**src/hdl/shrc_pkg.sv**
```systemverilog
// shared types, constants and helpers of the strip hit run clustering core
`default_nettype none
package shrc_pkg;

   localparam int STRIPS_DEFAULT = 256;
   localparam int WORD_BITS = 32;
   localparam int WORD_LOG = 5;

   localparam logic [1:0] ACT_CLEAR = 2'd0;
   localparam logic [1:0] ACT_MARK  = 2'd1;
   localparam logic [1:0] ACT_FETCH = 2'd2;

   typedef struct packed {
      logic clear;
      logic mark;
      logic fetch;
      logic step;
      logic emit;
   } shrc_cmd_type;

   typedef struct packed {
      logic at_end;
      logic scan_done;
      logic out_free;
   } shrc_status_type;

   // lowest set bit: {hit, index}
   function automatic logic [WORD_LOG:0] first_set(input logic [WORD_BITS-1:0] v);
      logic [WORD_LOG:0] r;
      r = '0;
      for (int i = WORD_BITS - 1; i >= 0; i--) begin
         if (v[i]) r = {1'b1, WORD_LOG'(i)};
      end
      return r;
   endfunction

endpackage
`default_nettype wire

```
**src/hdl/shrc_ctrl.sv**
```systemverilog
// controller state machine of the strip hit run clustering core
`default_nettype none
module shrc_ctrl (
   input  wire logic                       clock,
   input  wire logic                       reset,
   input  wire logic                       req_tvalid,
   output logic                            req_tready,
   input  wire logic [1:0]                 req_action,
   input  wire shrc_pkg::shrc_status_type  status,
   output shrc_pkg::shrc_cmd_type          cmd
);
   import shrc_pkg::*;

   localparam logic [1:0] ST_IDLE = 2'd0;
   localparam logic [1:0] ST_SCAN = 2'd1;
   localparam logic [1:0] ST_EMIT = 2'd2;

   logic [1:0] state_ff;
   logic [1:0] state_in;

   always_comb begin
      state_in   = state_ff;
      req_tready = 1'b0;
      cmd        = '0;
      case (state_ff)
         ST_IDLE: begin
            req_tready = 1'b1;
            if (req_tvalid) begin
               case (req_action)
                  ACT_CLEAR: cmd.clear = 1'b1;
                  ACT_MARK:  cmd.mark = 1'b1;
                  ACT_FETCH: begin
                     cmd.fetch = 1'b1;
                     state_in  = status.at_end ? ST_EMIT : ST_SCAN;
                  end
                  default: ;
               endcase
            end
         end
         ST_SCAN: begin
            cmd.step = 1'b1;
            if (status.scan_done) state_in = ST_EMIT;
         end
         ST_EMIT: begin
            if (status.out_free) begin
               cmd.emit = 1'b1;
               state_in = ST_IDLE;
            end
         end
         default: state_in = ST_IDLE;
      endcase
   end

   always_ff @(posedge clock) begin
      if (reset) begin
         state_ff <= ST_IDLE;
      end else begin
         state_ff <= state_in;
      end
   end

endmodule
`default_nettype wire

```
**src/hdl/shrc_datapath.sv**
```systemverilog
// hit map memory, scan registers and result register of the clustering core
`default_nettype none
module shrc_datapath #(
   parameter int STRIPS_PER_COLUMN = shrc_pkg::STRIPS_DEFAULT
) (
   input  wire logic                      clock,
   input  wire logic                      reset,
   input  wire shrc_pkg::shrc_cmd_type    cmd,
   output shrc_pkg::shrc_status_type      status,
   input  wire logic [9:0]                channel,
   input  wire logic                      rsp_tready,
   output logic                           rsp_tvalid,
   output logic                           rsp_found,
   output logic                           rsp_column,
   output logic [7:0]                     rsp_first_row,
   output logic [8:0]                     rsp_run_size,
   output logic [7:0]                     rsp_cluster_number
);
   import shrc_pkg::*;

   localparam int RW = $clog2(STRIPS_PER_COLUMN);
   localparam int WPC = (STRIPS_PER_COLUMN + WORD_BITS - 1) / WORD_BITS;
   localparam int WIDX_W = (WPC > 1) ? $clog2(WPC) : 1;
   localparam int AW = WIDX_W + 1;
   localparam int ROWS = 2 ** AW;

   logic [WORD_BITS-1:0] mem_ff [ROWS];
   logic [ROWS-1:0]      valid_ff, valid_in;
   logic [WORD_BITS-1:0] rd_data_ff;
   logic                 rd_valid_ff;

   logic          pos_col_ff, pos_col_in;
   logic [RW-1:0] pos_row_ff, pos_row_in;
   logic          pos_end_ff, pos_end_in;
   logic [8:0]    count_ff, count_in;

   logic              col_ff, col_in;
   logic [WIDX_W-1:0] word_ff, word_in;
   logic [WORD_LOG-1:0] start_ff, start_in;
   logic              run_ff, run_in;
   logic [RW:0]       first_ff, first_in;
   logic [RW:0]       end_ff, end_in;
   logic              found_ff, found_in;

   logic       out_valid_ff, out_valid_in;
   logic       out_found_ff, out_found_in;
   logic       out_col_ff, out_col_in;
   logic [7:0] out_row_ff, out_row_in;
   logic [8:0] out_size_ff, out_size_in;
   logic [7:0] out_num_ff, out_num_in;

   logic [12:0]          ch_ext, ch_pos;
   logic                 ch_ok, m_col;
   logic [RW-1:0]        m_row;
   logic [AW-1:0]        wr_addr;
   logic [WORD_LOG-1:0]  wr_bit;
   logic [WORD_BITS-1:0] word, sel;
   logic [WORD_LOG:0]    hit;
   logic                 last_word;
   logic [RW:0]          hit_row, diff;

   always_comb begin
      ch_ext  = 13'(channel);
      ch_ok   = (ch_ext != 13'd0) && (ch_ext <= 13'(2 * STRIPS_PER_COLUMN));
      ch_pos  = ch_ext - 13'd1;
      m_col   = ch_pos >= 13'(STRIPS_PER_COLUMN);
      m_row   = RW'(m_col ? ch_pos - 13'(STRIPS_PER_COLUMN) : ch_pos);
      wr_addr = {m_col, WIDX_W'(m_row >> WORD_LOG)};
      wr_bit  = WORD_LOG'(m_row);

      word      = rd_valid_ff ? rd_data_ff : '0;
      sel       = (run_ff ? ~word : word) & ({WORD_BITS{1'b1}} << start_ff);
      hit       = first_set(sel);
      last_word = word_ff == WIDX_W'(WPC - 1);
      hit_row   = (RW + 1)'({word_ff, hit[WORD_LOG-1:0]});
      diff      = end_ff - first_ff;
   end

   always_comb begin
      valid_in   = valid_ff;
      pos_col_in = pos_col_ff;
      pos_row_in = pos_row_ff;
      pos_end_in = pos_end_ff;
      count_in   = count_ff;
      col_in     = col_ff;
      word_in    = word_ff;
      start_in   = start_ff;
      run_in     = run_ff;
      first_in   = first_ff;
      end_in     = end_ff;
      found_in   = found_ff;
      status.at_end    = pos_end_ff;
      status.out_free  = !out_valid_ff || rsp_tready;
      status.scan_done = 1'b0;

      if (cmd.clear) begin
         valid_in   = '0;
         pos_col_in = 1'b0;
         pos_row_in = '0;
         pos_end_in = 1'b0;
         count_in   = '0;
      end
      if (cmd.mark && ch_ok) valid_in[wr_addr] = 1'b1;
      if (cmd.fetch) begin
         col_in   = pos_col_ff;
         word_in  = WIDX_W'(pos_row_ff >> WORD_LOG);
         start_in = WORD_LOG'(pos_row_ff);
         run_in   = 1'b0;
         found_in = 1'b0;
      end
      if (cmd.step) begin
         if (hit[WORD_LOG]) begin
            if (run_ff) begin
               end_in   = hit_row;
               found_in = 1'b1;
               status.scan_done = 1'b1;
            end else begin
               first_in = hit_row;
               start_in = hit[WORD_LOG-1:0];
               run_in   = 1'b1;
            end
         end else if (!last_word) begin
            word_in  = word_ff + WIDX_W'(1);
            start_in = '0;
         end else if (run_ff) begin
            end_in   = (RW + 1)'(STRIPS_PER_COLUMN);
            found_in = 1'b1;
            status.scan_done = 1'b1;
         end else if (!col_ff) begin
            col_in   = 1'b1;
            word_in  = '0;
            start_in = '0;
         end else begin
            found_in = 1'b0;
            status.scan_done = 1'b1;
         end
      end
      if (cmd.emit) begin
         if (found_ff) begin
            count_in = count_ff + 9'd1;
            if (end_ff == (RW + 1)'(STRIPS_PER_COLUMN)) begin
               pos_row_in = '0;
               if (col_ff) pos_end_in = 1'b1;
               else pos_col_in = 1'b1;
            end else begin
               pos_col_in = col_ff;
               pos_row_in = RW'(end_ff);
            end
         end else begin
            pos_end_in = 1'b1;
         end
      end
   end

   always_comb begin
      out_valid_in = rsp_tready ? 1'b0 : out_valid_ff;
      out_found_in = out_found_ff;
      out_col_in   = out_col_ff;
      out_row_in   = out_row_ff;
      out_size_in  = out_size_ff;
      out_num_in   = out_num_ff;
      if (cmd.emit) begin
         out_valid_in = 1'b1;
         out_found_in = found_ff;
         if (found_ff) begin
            out_col_in  = col_ff;
            out_row_in  = 8'(first_ff);
            out_size_in = (32'(diff) > 32'd511) ? 9'd511 : 9'(diff);
            out_num_in  = 8'(count_ff);
         end else begin
            out_col_in  = 1'b0;
            out_row_in  = '0;
            out_size_in = '0;
            out_num_in  = '0;
         end
      end
   end

   always_ff @(posedge clock) begin
      if (cmd.mark && ch_ok) begin
         if (valid_ff[wr_addr]) mem_ff[wr_addr][wr_bit] <= 1'b1;
         else mem_ff[wr_addr] <= WORD_BITS'(1) << wr_bit;
      end
      rd_data_ff  <= mem_ff[{col_in, word_in}];
      rd_valid_ff <= valid_in[{col_in, word_in}];
   end

   always_ff @(posedge clock) begin
      if (reset) begin
         valid_ff     <= '0;
         pos_col_ff   <= 1'b0;
         pos_row_ff   <= '0;
         pos_end_ff   <= 1'b0;
         count_ff     <= '0;
         out_valid_ff <= 1'b0;
      end else begin
         valid_ff     <= valid_in;
         pos_col_ff   <= pos_col_in;
         pos_row_ff   <= pos_row_in;
         pos_end_ff   <= pos_end_in;
         count_ff     <= count_in;
         out_valid_ff <= out_valid_in;
      end
   end

   always_ff @(posedge clock) begin
      col_ff       <= col_in;
      word_ff      <= word_in;
      start_ff     <= start_in;
      run_ff       <= run_in;
      first_ff     <= first_in;
      end_ff       <= end_in;
      found_ff     <= found_in;
      out_found_ff <= out_found_in;
      out_col_ff   <= out_col_in;
      out_row_ff   <= out_row_in;
      out_size_ff  <= out_size_in;
      out_num_ff   <= out_num_in;
   end

   assign rsp_tvalid         = out_valid_ff;
   assign rsp_found          = out_found_ff;
   assign rsp_column         = out_col_ff;
   assign rsp_first_row      = out_row_ff;
   assign rsp_run_size       = out_size_ff;
   assign rsp_cluster_number = out_num_ff;

endmodule
`default_nettype wire

```
**src/hdl/strip_hit_run_clustering_core.sv**
```systemverilog
// top level of the strip hit run clustering core
//
//   channel | direction | tdata (low bit up)                       | tuser
//   req_    | in        | channel[9:0]                             | action[1:0]
//   rsp_    | out       | column, first_row, run_size, cluster_num | found
//
// a clear empties the map at once through row valid bits
// fetch reads the map one 32-bit word at a time on the single memory read port,
// and skips the scan once the event is exhausted
// reset is synchronous and leaves an empty map with the scan at its start
// a result waits in the output register while the next item is taken
// a fetch holds in its emit cycle until the output register is free
`default_nettype none
module strip_hit_run_clustering_core #(
   parameter int STRIPS_PER_COLUMN = shrc_pkg::STRIPS_DEFAULT
) (
   input  wire logic        clock,
   input  wire logic        reset,
   input  wire logic        req_tvalid,
   output logic             req_tready,
   input  wire logic [15:0] req_tdata,   // channel[9:0], zero fill
   input  wire logic [1:0]  req_tuser,   // action[1:0]
   output logic             rsp_tvalid,
   input  wire logic        rsp_tready,
   output logic [31:0]      rsp_tdata,   // column[0], first_row[8:1], run_size[17:9],
                                         // cluster_number[25:18], zero fill
   output logic             rsp_tuser    // found
);
   import shrc_pkg::*;

   shrc_cmd_type    cmd;
   shrc_status_type status;
   logic            found, column;
   logic [7:0]      first_row, cluster_number;
   logic [8:0]      run_size;

   shrc_ctrl u_ctrl (
      .clock      (clock),
      .reset      (reset),
      .req_tvalid (req_tvalid),
      .req_tready (req_tready),
      .req_action (req_tuser),
      .status     (status),
      .cmd        (cmd)
   );

   shrc_datapath #(
      .STRIPS_PER_COLUMN (STRIPS_PER_COLUMN)
   ) u_datapath (
      .clock              (clock),
      .reset              (reset),
      .cmd                (cmd),
      .status             (status),
      .channel            (req_tdata[9:0]),
      .rsp_tready         (rsp_tready),
      .rsp_tvalid         (rsp_tvalid),
      .rsp_found          (found),
      .rsp_column         (column),
      .rsp_first_row      (first_row),
      .rsp_run_size       (run_size),
      .rsp_cluster_number (cluster_number)
   );

   assign rsp_tdata = {6'd0, cluster_number, run_size, first_row, column};
   assign rsp_tuser = found;

endmodule
`default_nettype wire

```
**config.mk**
```make
export PLATFORM = sky130hd
export DESIGN_NAME = strip_hit_run_clustering_core
export DESIGN_NICKNAME = d
export VERILOG_FILES = /design/src/hdl/shrc_pkg.sv /design/src/hdl/shrc_ctrl.sv /design/src/hdl/shrc_datapath.sv /design/src/hdl/strip_hit_run_clustering_core.sv
export SDC_FILE = /design/constraint.sdc
export NUM_CORES = 1
export LEC_CHECK = 0
export BUFFER_PORTS_ARGS = -buffer_cell sky130_fd_sc_hd__clkbuf_2
export CAP_MARGIN = 25
export CORE_ASPECT_RATIO = 1.2
export CORE_MARGIN = 1.5
export CORE_UTILIZATION = 35
export DETAILED_ROUTE_END_ITERATION = 8
export PLACE_DENSITY = 0.49
export SYNTH_ARGS = -nofsm -noshare
export SYNTH_HDL_FRONTEND = slang
export SYNTH_SLANG_ARGS = --single-unit
```
**constraint.sdc**
```tcl
create_clock -name clock -period 4.6 [get_ports clock]
set_input_delay 0.92 -clock clock [delete_from_list [all_inputs] [get_ports clock]]
set_output_delay 0.92 -clock clock [all_outputs]
set_load 0.02 [all_outputs]
```
==> run summary, run 1 <==
* vias in the first global route: 20200
* power share of the clock group: 0.404
* Pint: 10.1 mW
* total overflow reported by the global router: 0
* async set or reset register ratio after synthesis: 0
* worst slew pin tran: 0.979 ns
* Core Area: 83500 um^2
* number of buffers added on ports: 44
* maximum ir drop on the vdd rail: 0.000266 V
* post-synthesis to final-layout area growth: 14.1%
* startpoint of the tightest hold check path: u_datapath.valid_ff[4]
* endpoint of the worst hold path: u_datapath.valid_ff[4]
* global router's overall resource usage: 0.196
* met3 layer usage reported by global route: 0.0291
* kind of cell with the highest combined delay on the critical path: simple AND/OR/NAND/NOR gates
* final RePlAce weighted congestion: 0.855
* Worst R2R Setup Slack: 0.25 ns
* Sw Ratio: 0.255
* number of gates given a new drive strength after cts: 0
* post-route fraction of the period consumed by the critical path: 0.947
* number of unique standard cell types used by synthesis: 89
* launch point of the worst reg-to-reg path: u_datapath.rd_valid_ff
* number of buffers created by CTS: 69
* CTS HTree Levels: 3
* met1 Resource Use GR: 0.242
* busiest metal layer after global routing: met2
* total via count after detailed routing: 20100
* first-pass GRT wire length: 125000 um
* antenna-violating nets left: 0
* worst r2r path cells: 14
* pin count of the biggest net entering global routing: 38
* Worst Path Arrival: 4.84 ns
* number of optimization iterations in the first detailed-route pass: 5
* ranking of synthesized cells by area: sky130_fd_sc_hd__edfxtp_1, sky130_fd_sc_hd__mux2i_1, sky130_fd_sc_hd__nor2_1, sky130_fd_sc_hd__dfxtp_1, sky130_fd_sc_hd__o22ai_1
* fin nets: 2594
* count of synthesis-stage warnings from yosys: 0
* fraction of final layout cells with drive strength greater than 1: 0.129
* cell with the most instances on the worst path: sky130_fd_sc_hd__buf_4
* fraction of power consumed by sequential logic: 0.476
* CTS tree: done
* count of pins over their slew limit: 0
* DIE WIDTH: 268 um
* Cell Count Post-Placement: 3609
* die extent in y: 321 um
* average size of a mapped cell: 11.6 um^2
* met2 usage in global routing: 0.344
* power per cell area: 403 nW/um^2
* number of maximum-capacitance constraint violations: 0
* delay of the slowest cell on the worst path: 0.66 ns
* portion of total power attributed to combinational logic: 0.120
* series of cell instances along the critical path: buf_4, buf_4, nand3_1, a32oi_1, or3b_1, nand4b_4, o31ai_4, and2_4, buf_12, buf_12, buf_4, mux2i_1, o22ai_1, or4_1
* final instance area: 33600 um^2
* largest clock skew in the final design: 0.0219 ns
* worst relative slew slack: 0.345
* Crit Path Category: reg -> reg
* number of stages on the worst hold path: 2
* worst flop-to-flop path endpoint: u_datapath.rd_data_ff[29]
* number of cell rows: 116
* most used flip-flop cell after synthesis: sky130_fd_sc_hd__edfxtp_1
* number of buffers inserted to repair setup after CTS: 0
* post-synth top area share: 0.567
* starting density of the core: 0.353
* part of the Yosys area used for sequential elements: 0.622
* worst setup path start: u_datapath.rd_valid_ff
* startpoint kind of the worst setup timing path: flip-flop
* net switching power of the design: 3.46 mW
* endpoint required time on the critical path: 5.08 ns
* post-synthesis sequential element count: 637
* final antenna diode count: 0
* post-synth top area cell: sky130_fd_sc_hd__edfxtp_1
* placed wire-length estimate: 50500 um
* maximum clock frequency: 0.230 GHz
* number of enable-type register cells in the synthesized netlist: 556
* Fin Hold WS: 0.497 ns
* number of placed I/O pins: 57
* Hold Vio Cnt, Final: 0
* result of the run: complete, no violations
* Final TNS setup: 0 ns
* post-layout minimum cycle time: 4.35 ns
* most used cells in the layout excluding fill and tap cells: sky130_fd_sc_hd__nor2_1, sky130_fd_sc_hd__edfxtp_1, sky130_fd_sc_hd__mux2i_1
* final wirelength: 84400 um
* routed vias/inst: 5.38
* WL/cell: 22.6 um
* filler instances: 8050
* kind of end point of the critical path: flip-flop
* final count of negative-setup-slack endpoints: 0
* Tot Pwr: 13.6 mW
* Detailed Route Iter0 Violations: 1641
* number of antenna violations at the first check in global routing: 2
* worst-path fanout max: 28
* Crit path buffers/inverters: 5
* Mapped Cells: 2547
* Max stage delay cell, worst path: sky130_fd_sc_hd__dfxtp_1
* TritonCTS sink count: 637
* total leakage power: 14.7 nW
* DRC errors left: 0
* die area: 86000 um^2
* post-synthesis instance area: 29500 um^2
* clock root buffer: sky130_fd_sc_hd__clkbuf_16
* insertion delay to the later sink of the worst-skew pair: 0.63 ns
* hold_buf cts: 0
* cell area after placement: 31400 um^2
* Max Buffers Root-to-Sink: 3
* RSZ-0062 raised after global routing: false
* Finished Layout Cells: 3737
* register clock-pin slew on the reported worst setup and hold paths: 0.06 ns
* commonest non-fill, non-tap cell in the layout: sky130_fd_sc_hd__nor2_1
* Hold Path Class: reg -> reg
## power by group through the flow
stage	Clock (mW)	Combinational, mW	Sequential (mW)
final	5.48	1.63	6.46
after global routing	5.82	1.76	6.46
after CTS	5.62	1.61	6.45
after detailed placement	0	1.61	6.58
after global placement	0	1.59	6.57
after floorplan	0	1.17	6.49
## logic make-up after synthesis
logic type	count (synthesis)	synth area share
AOI/OAI and AO/OA	374	0.0848
xor gates and xnor gates	16	0.00475
adders and majority gates	13	0.00569
buffers and inverters	272	0.0427
DFF	637	0.622
muxes	274	0.0934
other	1	0.000127
and+or+nand+nor	960	0.147
## state kept, by name (all words and copies together), names as in the netlist, 3 cells and up
| signal | count |
|---|---|
| u_datapath.count_ff | 8 |
| u_datapath.end_ff | 9 |
| u_datapath.first_ff | 8 |
| u_datapath.mem_ff | 512 |
| u_datapath.pos_row_ff | 8 |
| u_datapath.rd_data_ff | 32 |
| u_datapath.rsp_cluster_number | 8 |
| u_datapath.rsp_first_row | 8 |
| u_datapath.rsp_run_size | 9 |
| u_datapath.start_ff | 5 |
| u_datapath.valid_ff | 16 |
| u_datapath.word_ff | 3 |
## synth_stat cells (4+ instances only)
library cell,n
sky130_fd_sc_hd__a31oi_1,13
sky130_fd_sc_hd__a211oi_1,12
sky130_fd_sc_hd__o2bb2ai_1,4
sky130_fd_sc_hd__buf_6,12
sky130_fd_sc_hd__nand2b_1,16
sky130_fd_sc_hd__nand3b_1,6
sky130_fd_sc_hd__a22oi_1,18
sky130_fd_sc_hd__mux2_2,9
sky130_fd_sc_hd__nand2_1,119
sky130_fd_sc_hd__nand4b_1,4
sky130_fd_sc_hd__o31ai_1,6
sky130_fd_sc_hd__o21bai_1,4
sky130_fd_sc_hd__o221ai_1,11
sky130_fd_sc_hd__buf_2,43
sky130_fd_sc_hd__buf_1,9
sky130_fd_sc_hd__clkbuf_1,157
sky130_fd_sc_hd__nor2_1,583
sky130_fd_sc_hd__and3_1,11
sky130_fd_sc_hd__buf_4,24
sky130_fd_sc_hd__nor3_1,25
sky130_fd_sc_hd__o21ai_0,42
sky130_fd_sc_hd__nor2b_1,18
sky130_fd_sc_hd__and2_1,65
sky130_fd_sc_hd__inv_1,23
sky130_fd_sc_hd__ha_1,11
sky130_fd_sc_hd__or4_1,34
sky130_fd_sc_hd__a21o_1,14
sky130_fd_sc_hd__edfxtp_1,556
sky130_fd_sc_hd__o22ai_1,138
sky130_fd_sc_hd__nand3_1,28
sky130_fd_sc_hd__xnor2_1,10
sky130_fd_sc_hd__nand4_1,10
sky130_fd_sc_hd__and3b_1,5
sky130_fd_sc_hd__a21boi_0,10
sky130_fd_sc_hd__xor2_1,6
sky130_fd_sc_hd__a21oi_1,55
sky130_fd_sc_hd__or3_1,8
sky130_fd_sc_hd__or2_2,6
sky130_fd_sc_hd__dfxtp_1,81
sky130_fd_sc_hd__mux2i_1,265
sky130_fd_sc_hd__o21a_1,5
## metal layers
metal / vias up / share of wire
met2: 586 / 0.50
met1: 10100 / 0.41
met3: 155 / 0.056
met4: 4 / 0.031
li1: 9227 / -
met5: - / 0.00036
## metrics by stage
step	worst slack (ns)	utilization
after global placement	0.170	0.376
after floorplan	0.714	-
final	0.245	0.403
after detailed placement	0.0217	0.376
after global routing	0.00771	0.403
after CTS	0.00142	0.403
## layout make-up
| cell class | count | area [um^2] | area share |
|---|---|---|---|
| repair buffers | 182 | 1570 | 0.0467 |
| flip-flops and latches | 637 | 18300 | 0.545 |
| inverters | 27 | 104 | 0.00309 |
| clock inverters | 31 | 319 | 0.00949 |
| well taps | 1121 | 1400 | 0.0417 |
| clock buffers | 96 | 1910 | 0.0569 |
| multi-input cells | 1643 | 9990 | 0.297 |
## worst register-to-register path, cell delays in order (launching register included)
cell and delay [ns]:
sky130_fd_sc_hd__dfxtp_1 0.66, sky130_fd_sc_hd__buf_4 0.32, sky130_fd_sc_hd__buf_4 0.19, sky130_fd_sc_hd__nand3_1 0.08, sky130_fd_sc_hd__a32oi_1 0.31, sky130_fd_sc_hd__or3b_1 0.44, sky130_fd_sc_hd__nand4b_4 0.28, sky130_fd_sc_hd__o31ai_4 0.29
sky130_fd_sc_hd__and2_4 0.22, sky130_fd_sc_hd__buf_12 0.16, sky130_fd_sc_hd__buf_12 0.25, sky130_fd_sc_hd__buf_4 0.20, sky130_fd_sc_hd__mux2i_1 0.20, sky130_fd_sc_hd__o22ai_1 0.10, sky130_fd_sc_hd__or4_1 0.55
## worst max path at each step
stage	end	slack, ns	depth (start not counted)
4_1_cts	u_datapath.rd_data_ff[29]	0.001	14
3_3_place_gp	u_datapath.rd_data_ff[29]	0.17	14
6_report	u_datapath.rd_data_ff[29]	0.25	14
3_5_place_dp	u_datapath.rd_data_ff[29]	0.02	14
2_1_floorplan	u_datapath.mem_ff[0][0]	0.71	13
5_1_grt	u_datapath.rd_data_ff[29]	0.008	14
Note: power is estimated with default switching activity, not from simulation.
==> inputs of run 2 (changes only) <==
--- a/config.mk
+++ b/config.mk
@@ -10,6 +10,7 @@
 export CORE_ASPECT_RATIO = 1.2
 export CORE_MARGIN = 1.5
 export CORE_UTILIZATION = 35
+export CTS_BUF_LIST = sky130_fd_sc_hd__clkbuf_8
 export DETAILED_ROUTE_END_ITERATION = 8
 export PLACE_DENSITY = 0.49
 export SYNTH_ARGS = -nofsm -noshare
==> run summary, run 2 (same netlist as run 1, synthesis figures left out) <==
* result of the run: complete, no violations, unchanged
* post-synthesis to final-layout area growth: 13.1%, was 14.1%
* Worst Path Arrival: 4.94 ns, was 4.84 ns
* maximum clock frequency: 0.229 GHz, was 0.230 GHz
* number of buffers created by CTS: 105, was 69
* final worst setup slack: 0.234 ns, was 0.245 ns
* count of pins over their slew limit: 0, unchanged
* Cell Count Post-Placement: 3609, unchanged
* post-layout minimum cycle time: 4.37 ns, was 4.35 ns
* worst-path fanout max: 28, unchanged
* total leakage power: 14.8 nW, was 14.7 nW
* die extent in y: 321 um, unchanged
* RSZ-0062 raised after global routing: false, unchanged
* post-route fraction of the period consumed by the critical path: 0.949, was 0.947
* WL/cell: 22.3 um, was 22.6 um
* most used cells in the layout excluding fill and tap cells: sky130_fd_sc_hd__nor2_1, sky130_fd_sc_hd__edfxtp_1, sky130_fd_sc_hd__mux2i_1, unchanged
* DIE WIDTH: 268 um, unchanged
* pin count of the biggest net entering global routing: 38, unchanged
* Fin Hold WS: 0.493 ns, was 0.497 ns
* starting density of the core: 0.353, unchanged
* number of cell rows: 116, unchanged
* worst relative slew slack: 0.319, was 0.345
* placed wire-length estimate: 50500 um, unchanged
* largest clock skew in the final design: 0.0412 ns, was 0.0219 ns
* worst slew pin tran: 1.02 ns, was 0.979 ns
* total overflow reported by the global router: 0, unchanged
* final instance area: 33300 um^2, was 33600 um^2
* hold_buf cts: 0, unchanged
* final RePlAce weighted congestion: 0.855, unchanged
* power per cell area: 380 nW/um^2, was 403 nW/um^2
* register name with the most flops: u_datapath.mem_ff, unchanged
* Detailed Route Iter0 Violations: 1522, was 1641
* register clock-pin slew on the reported worst setup and hold paths: 0.06 ns, about the same
* number of maximum-capacitance constraint violations: 0, unchanged
* final count of negative-setup-slack endpoints: 0, unchanged
* final wirelength: 85000 um, was 84400 um
* Final TNS setup: 0 ns, unchanged
* Crit Path Category: reg -> reg, unchanged
* clock root buffer: sky130_fd_sc_hd__clkbuf_8, was sky130_fd_sc_hd__clkbuf_16
* maximum ir drop on the vdd rail: 0.000209 V, was 0.000266 V
* Hold Vio Cnt, Final: 0, unchanged
* DRC errors left: 0, unchanged
* startpoint kind of the worst setup timing path: flip-flop, unchanged
* insertion delay to the later sink of the worst-skew pair: 0.73 ns, was 0.63 ns
* leading registers by flop count: u_datapath.mem_ff: 512 flops, u_datapath.rd_data_ff: 32 flops, u_datapath.valid_ff: 16 flops, unchanged
* commonest non-fill, non-tap cell in the layout: sky130_fd_sc_hd__nor2_1, unchanged
* number of flip-flops in the largest register: 512, unchanged
* Hold Path Class: reg -> reg, unchanged
* number of optimization iterations in the first detailed-route pass: 7, was 5
* Max Buffers Root-to-Sink: 3, unchanged
* worst slack after detailed placement: 0.0217 ns, unchanged
* antenna-violating nets left: 0, unchanged
* global router's overall resource usage: 0.197, was 0.196
* number of buffers inserted to repair setup after CTS: 0, unchanged
* routed vias/inst: 5.35, was 5.38
* number of antenna violations at the first check in global routing: 3, was 2
* TritonCTS sink count: 637, unchanged
* CTS HTree Levels: 3, unchanged
* CTS tree: done, unchanged
* first-pass GRT wire length: 125000 um, about the same
* vias in the first global route: 20600, was 20200
* Core Area: 83500 um^2, unchanged
* fraction of final layout cells with drive strength greater than 1: 0.138, was 0.129
* number of buffers added on ports: 44, unchanged
* worst r2r path cells: 14, unchanged
* die area: 86000 um^2, unchanged
* number of placed I/O pins: 57, unchanged
* fin util: 0.399, was 0.403
* number of stages on the worst hold path: 2, unchanged
* kind of end point of the critical path: flip-flop, unchanged
* total via count after detailed routing: 20400, was 20100
* Tot Pwr: 12.7 mW, was 13.6 mW
* Finished Layout Cells: 3810, was 3737
* cell area after placement: 31400 um^2, unchanged
* number of gates given a new drive strength after cts: 0, unchanged
* endpoint required time on the critical path: 5.18 ns, was 5.08 ns
* fin nets: 2630, was 2594
[run 2: worst paths after layout]
kind / from / to / slack (ns)
setup / recovery: u_datapath.rd_valid_ff / u_datapath.rd_data_ff[29] / 0.23
hold / removal: u_datapath.valid_ff[6] / u_datapath.valid_ff[6] / 0.49
setup reg to reg: u_datapath.rd_valid_ff / u_datapath.rd_data_ff[29] / 0.23
hold reg to reg: u_datapath.valid_ff[6] / u_datapath.valid_ff[6] / 0.49
[run 2: report_power, final]
part / switching, mW / total, mW / internal [mW]
Sequential: 0.121 / 6.46 / 6.34
Clock: 2.29 / 4.60 / 2.31
Combinational: 1.02 / 1.62 / 0.603
Total: 3.43 / 12.7 / 9.25
[run 2: layer usage]
metal / global-route usage / vias up / part of all wire
met5: 0 / - / 0.00035
met4: 0.0793 / 4 / 0.033
met3: 0.0280 / 179 / 0.057
met2: 0.345 / 645 / 0.50
met1: 0.241 / 10200 / 0.40
li1: - / 9327 / -
[run 2: area by class of cell]
class / count / area [um^2]
Timing Repair Buffer: 182 / 1570
Fill cell: 8105 / 50100
Inverter: 27 / 104
Sequential cell: 637 / 18300
Clock buffer: 112 / 1540
Tap cell: 1121 / 1400
Antenna cell: 1 / 2.50
Clock inverter: 87 / 403
Multi-Input combinational cell: 1643 / 9990
[run 2: worst max-delay path, cell delays in order (launching register included)]
cell and delay (ns):
sky130_fd_sc_hd__dfxtp_1 0.66, sky130_fd_sc_hd__buf_4 0.32, sky130_fd_sc_hd__buf_4 0.19, sky130_fd_sc_hd__nand3_1 0.08, sky130_fd_sc_hd__a32oi_1 0.31, sky130_fd_sc_hd__or3b_1 0.44, sky130_fd_sc_hd__nand4b_4 0.27, sky130_fd_sc_hd__o31ai_4 0.30
sky130_fd_sc_hd__and2_4 0.22, sky130_fd_sc_hd__buf_12 0.16, sky130_fd_sc_hd__buf_12 0.23, sky130_fd_sc_hd__buf_4 0.18, sky130_fd_sc_hd__mux2i_1 0.20, sky130_fd_sc_hd__o22ai_1 0.10, sky130_fd_sc_hd__or4_1 0.55
==> inputs of run 3 (changes only) <==
==> constraint.sdc (replaced) <==
create_clock -name clock -period 5.5 [get_ports clock]
set_input_delay 1.1 -clock clock [delete_from_list [all_inputs] [get_ports clock]]
set_output_delay 1.1 -clock clock [all_outputs]
set_load 0.02 [all_outputs]
==> run summary, run 3 (same netlist as run 1, synthesis figures left out) <==
* result of the run: complete, no violations, unchanged
* final count of negative-setup-slack endpoints: 0, unchanged
* RSZ-0062 raised after global routing: false, unchanged
* maximum ir drop on the vdd rail: 0.000141 V, was 0.000209 V
* worst flop-to-flop path endpoint: u_datapath.rd_data_ff[21], was u_datapath.rd_data_ff[29]
* count of pins over their slew limit: 0, unchanged
* maximum clock frequency: 0.202 GHz, was 0.229 GHz
* hold_buf cts: 0, unchanged
* startpoint of the tightest hold check path: u_datapath.valid_ff[4], was u_datapath.valid_ff[6]
* power share of the clock group: 0.362, was 0.363
* busiest metal layer after global routing: met2, unchanged
* number of buffers created by CTS: 102, was 105
* number of antenna violations at the first check in global routing: 3, unchanged
* insertion delay to the later sink of the worst-skew pair: 0.73 ns, about the same
* total leakage power: 14.3 nW, was 14.8 nW
* first-pass GRT wire length: 125000 um, about the same
* Hold Path Class: reg -> reg, unchanged
* Detailed Route Iter0 Violations: 1588, was 1522
* number of maximum-capacitance constraint violations: 0, unchanged
* post-synthesis to final-layout area growth: 10.4%, was 13.1%
* fraction of power consumed by sequential logic: 0.520, was 0.509
* endpoint required time on the critical path: 6.05 ns, was 5.18 ns
* most used cells in the layout excluding fill and tap cells: sky130_fd_sc_hd__nor2_1, sky130_fd_sc_hd__edfxtp_1, sky130_fd_sc_hd__mux2i_1, unchanged
* Finished Layout Cells: 3728, was 3810
* post-layout minimum cycle time: 4.94 ns, was 4.37 ns
* fraction of final layout cells with drive strength greater than 1: 0.111, was 0.138
* endpoint of the worst hold path: u_datapath.valid_ff[4], was u_datapath.valid_ff[6]
* die extent in y: 321 um, unchanged
* worst relative slew slack: 0.339, was 0.319
* register clock-pin slew on the reported worst setup and hold paths: 0.06 ns, about the same
* final instance area: 32600 um^2, was 33300 um^2
* register name with the most flops: u_datapath.mem_ff, unchanged
* number of placed I/O pins: 57, unchanged
* Sw Ratio: 0.272, was 0.270
* number of gates given a new drive strength after cts: 0, unchanged
* total via count after detailed routing: 20000, was 20400
* DIE WIDTH: 268 um, unchanged
* Final TNS setup: 0 ns, unchanged
* number of buffers inserted to repair setup after CTS: 0, unchanged
* worst-path fanout max: 32, was 28
* vias in the first global route: 19900, was 20600
* starting density of the core: 0.353, unchanged
* fin nets: 2551, was 2630
* met3 layer usage reported by global route: 0.0313, was 0.0280
* pin count of the biggest net entering global routing: 55, was 38
* number of flip-flops in the largest register: 512, unchanged
* final wirelength: 84600 um, was 85000 um
* final RePlAce weighted congestion: 0.852, was 0.855
* leading registers by flop count: u_datapath.mem_ff: 512 flops, u_datapath.rd_data_ff: 32 flops, u_datapath.valid_ff: 16 flops, unchanged
* Cell Count Post-Placement: 3533, was 3609
* CTS HTree Levels: 3, unchanged
* power per cell area: 321 nW/um^2, was 380 nW/um^2
* total overflow reported by the global router: 0, unchanged
* Hold Vio Cnt, Final: 0, unchanged
* number of buffers added on ports: 44, unchanged
* CTS tree: done, unchanged
* met2 usage in global routing: 0.356, was 0.345
* post-route fraction of the period consumed by the critical path: 0.899, was 0.949
* Pint: 7.61 mW, was 9.25 mW
* worst slew pin tran: 0.987 ns, was 1.02 ns
* WL/cell: 22.7 um, was 22.3 um
* number of cell rows: 116, unchanged
* startpoint kind of the worst setup timing path: flip-flop, unchanged
* number of optimization iterations in the first detailed-route pass: 5, was 7
* Worst Path Arrival: 5.50 ns, was 4.94 ns
* DRC errors left: 0, unchanged
* net switching power of the design: 2.84 mW, was 3.43 mW
* met1 Resource Use GR: 0.235, was 0.241
* clock root buffer: sky130_fd_sc_hd__clkbuf_8, unchanged
* routed vias/inst: 5.36, was 5.35
* placed wire-length estimate: 47500 um, was 50500 um
* commonest non-fill, non-tap cell in the layout: sky130_fd_sc_hd__nor2_1, unchanged
* Crit Path Category: reg -> reg, unchanged
* die area: 86000 um^2, unchanged
* Max Buffers Root-to-Sink: 3, unchanged
* antenna-violating nets left: 0, unchanged
* number of stages on the worst hold path: 2, unchanged
* worst r2r path cells: 11, was 14
* largest clock skew in the final design: 0.0400 ns, was 0.0412 ns
* kind of end point of the critical path: flip-flop, unchanged
* global router's overall resource usage: 0.196, was 0.197
* Worst R2R Setup Slack: 0.56 ns, was 0.23 ns
* portion of total power attributed to combinational logic: 0.119, was 0.128
* launch point of the worst reg-to-reg path: u_datapath.start_ff[1], was u_datapath.rd_valid_ff
* Core Area: 83500 um^2, unchanged
* cell area after placement: 30600 um^2, was 31400 um^2
* TritonCTS sink count: 637, unchanged
==> run 3: cell types whose count changed in the layout (fill, tap and decap cells not counted), sizes merged <==
cell      before  now
inv           76   69
clkinvlp       4    2
buf          138   62
diode          1    2
clkbuf       156  153
clkinv        33   38
==> run 3: how the worst max path moves through the flow <==
stage                      startpoint                   endpoint  slack, ns  cells past startpoint
4_1_cts        u_datapath.start_ff[2]  u_datapath.rd_data_ff[21]       0.59                     11
3_5_place_dp             req_tdata[1]   u_datapath.mem_ff[4][25]       0.57                     11
6_report       u_datapath.start_ff[1]  u_datapath.rd_data_ff[21]       0.56                     11
2_1_floorplan            req_tdata[2]    u_datapath.mem_ff[0][0]       1.43                     13
3_3_place_gp   u_datapath.start_ff[2]  u_datapath.rd_data_ff[21]       0.63                     11
5_1_grt        u_datapath.rd_valid_ff  u_datapath.rd_data_ff[25]       0.33                     12
==> run 3: layout make-up <==
class | count | area (um^2)
Inverter | 27 | 104
Clock buffer | 109 | 1500
Tap cell | 1121 | 1400
Clock inverter | 83 | 390
Antenna cell | 2 | 5.00
Multi-Input combinational cell | 1643 | 9980
Timing Repair Buffer | 106 | 848
Fill cell | 8000 | 50900
Sequential cell | 637 | 18300
==> run 3: power groups by stage <==
stage | sequential, mW | combinational [mW] | clock, mW
3_5_place_dp | 5.53 | 1.23 | 0
3_3_place_gp | 5.53 | 1.21 | 0
6_report | 5.43 | 1.24 | 3.78
4_1_cts | 5.43 | 1.23 | 3.89
5_1_grt | 5.44 | 1.35 | 4.10
2_1_floorplan | 5.43 | 0.983 | 0
==> run 3: routing by layer <==
| layer | routed length, um | up-vias |
|---|---|---|
| met5 | 10 | - |
| met4 | 2180 | 2 |
| met3 | 4280 | 158 |
| met2 | 44000 | 550 |
| met1 | 34100 | 10100 |
| li1 | - | 9147 |
==> run 3: worst max-delay path, stage by stage (launching register included) <==
cell and delay [ns]:
sky130_fd_sc_hd__dfxtp_1 0.83, sky130_fd_sc_hd__a41oi_1 0.42, sky130_fd_sc_hd__a21oi_1 0.24, sky130_fd_sc_hd__a22o_1 0.19
sky130_fd_sc_hd__nand4_1 0.15, sky130_fd_sc_hd__or3_1 0.61, sky130_fd_sc_hd__o31ai_4 0.45, sky130_fd_sc_hd__and2_4 0.38
sky130_fd_sc_hd__buf_4 0.55, sky130_fd_sc_hd__mux2i_1 0.25, sky130_fd_sc_hd__o22ai_1 0.10, sky130_fd_sc_hd__or4_1 0.58
==> run 3: stage by stage <==
stage	hold slack (ns)	worst slack (ns)	power, mW	utilization
after floorplan	0.442	1.43	6.41	-
after global placement	0.477	0.628	6.74	0.367
after detailed placement	0.479	0.570	6.75	0.367
after CTS	0.489	0.594	10.5	0.390
after global routing	0.509	0.328	10.9	0.390
final	0.492	0.555	10.5	0.390
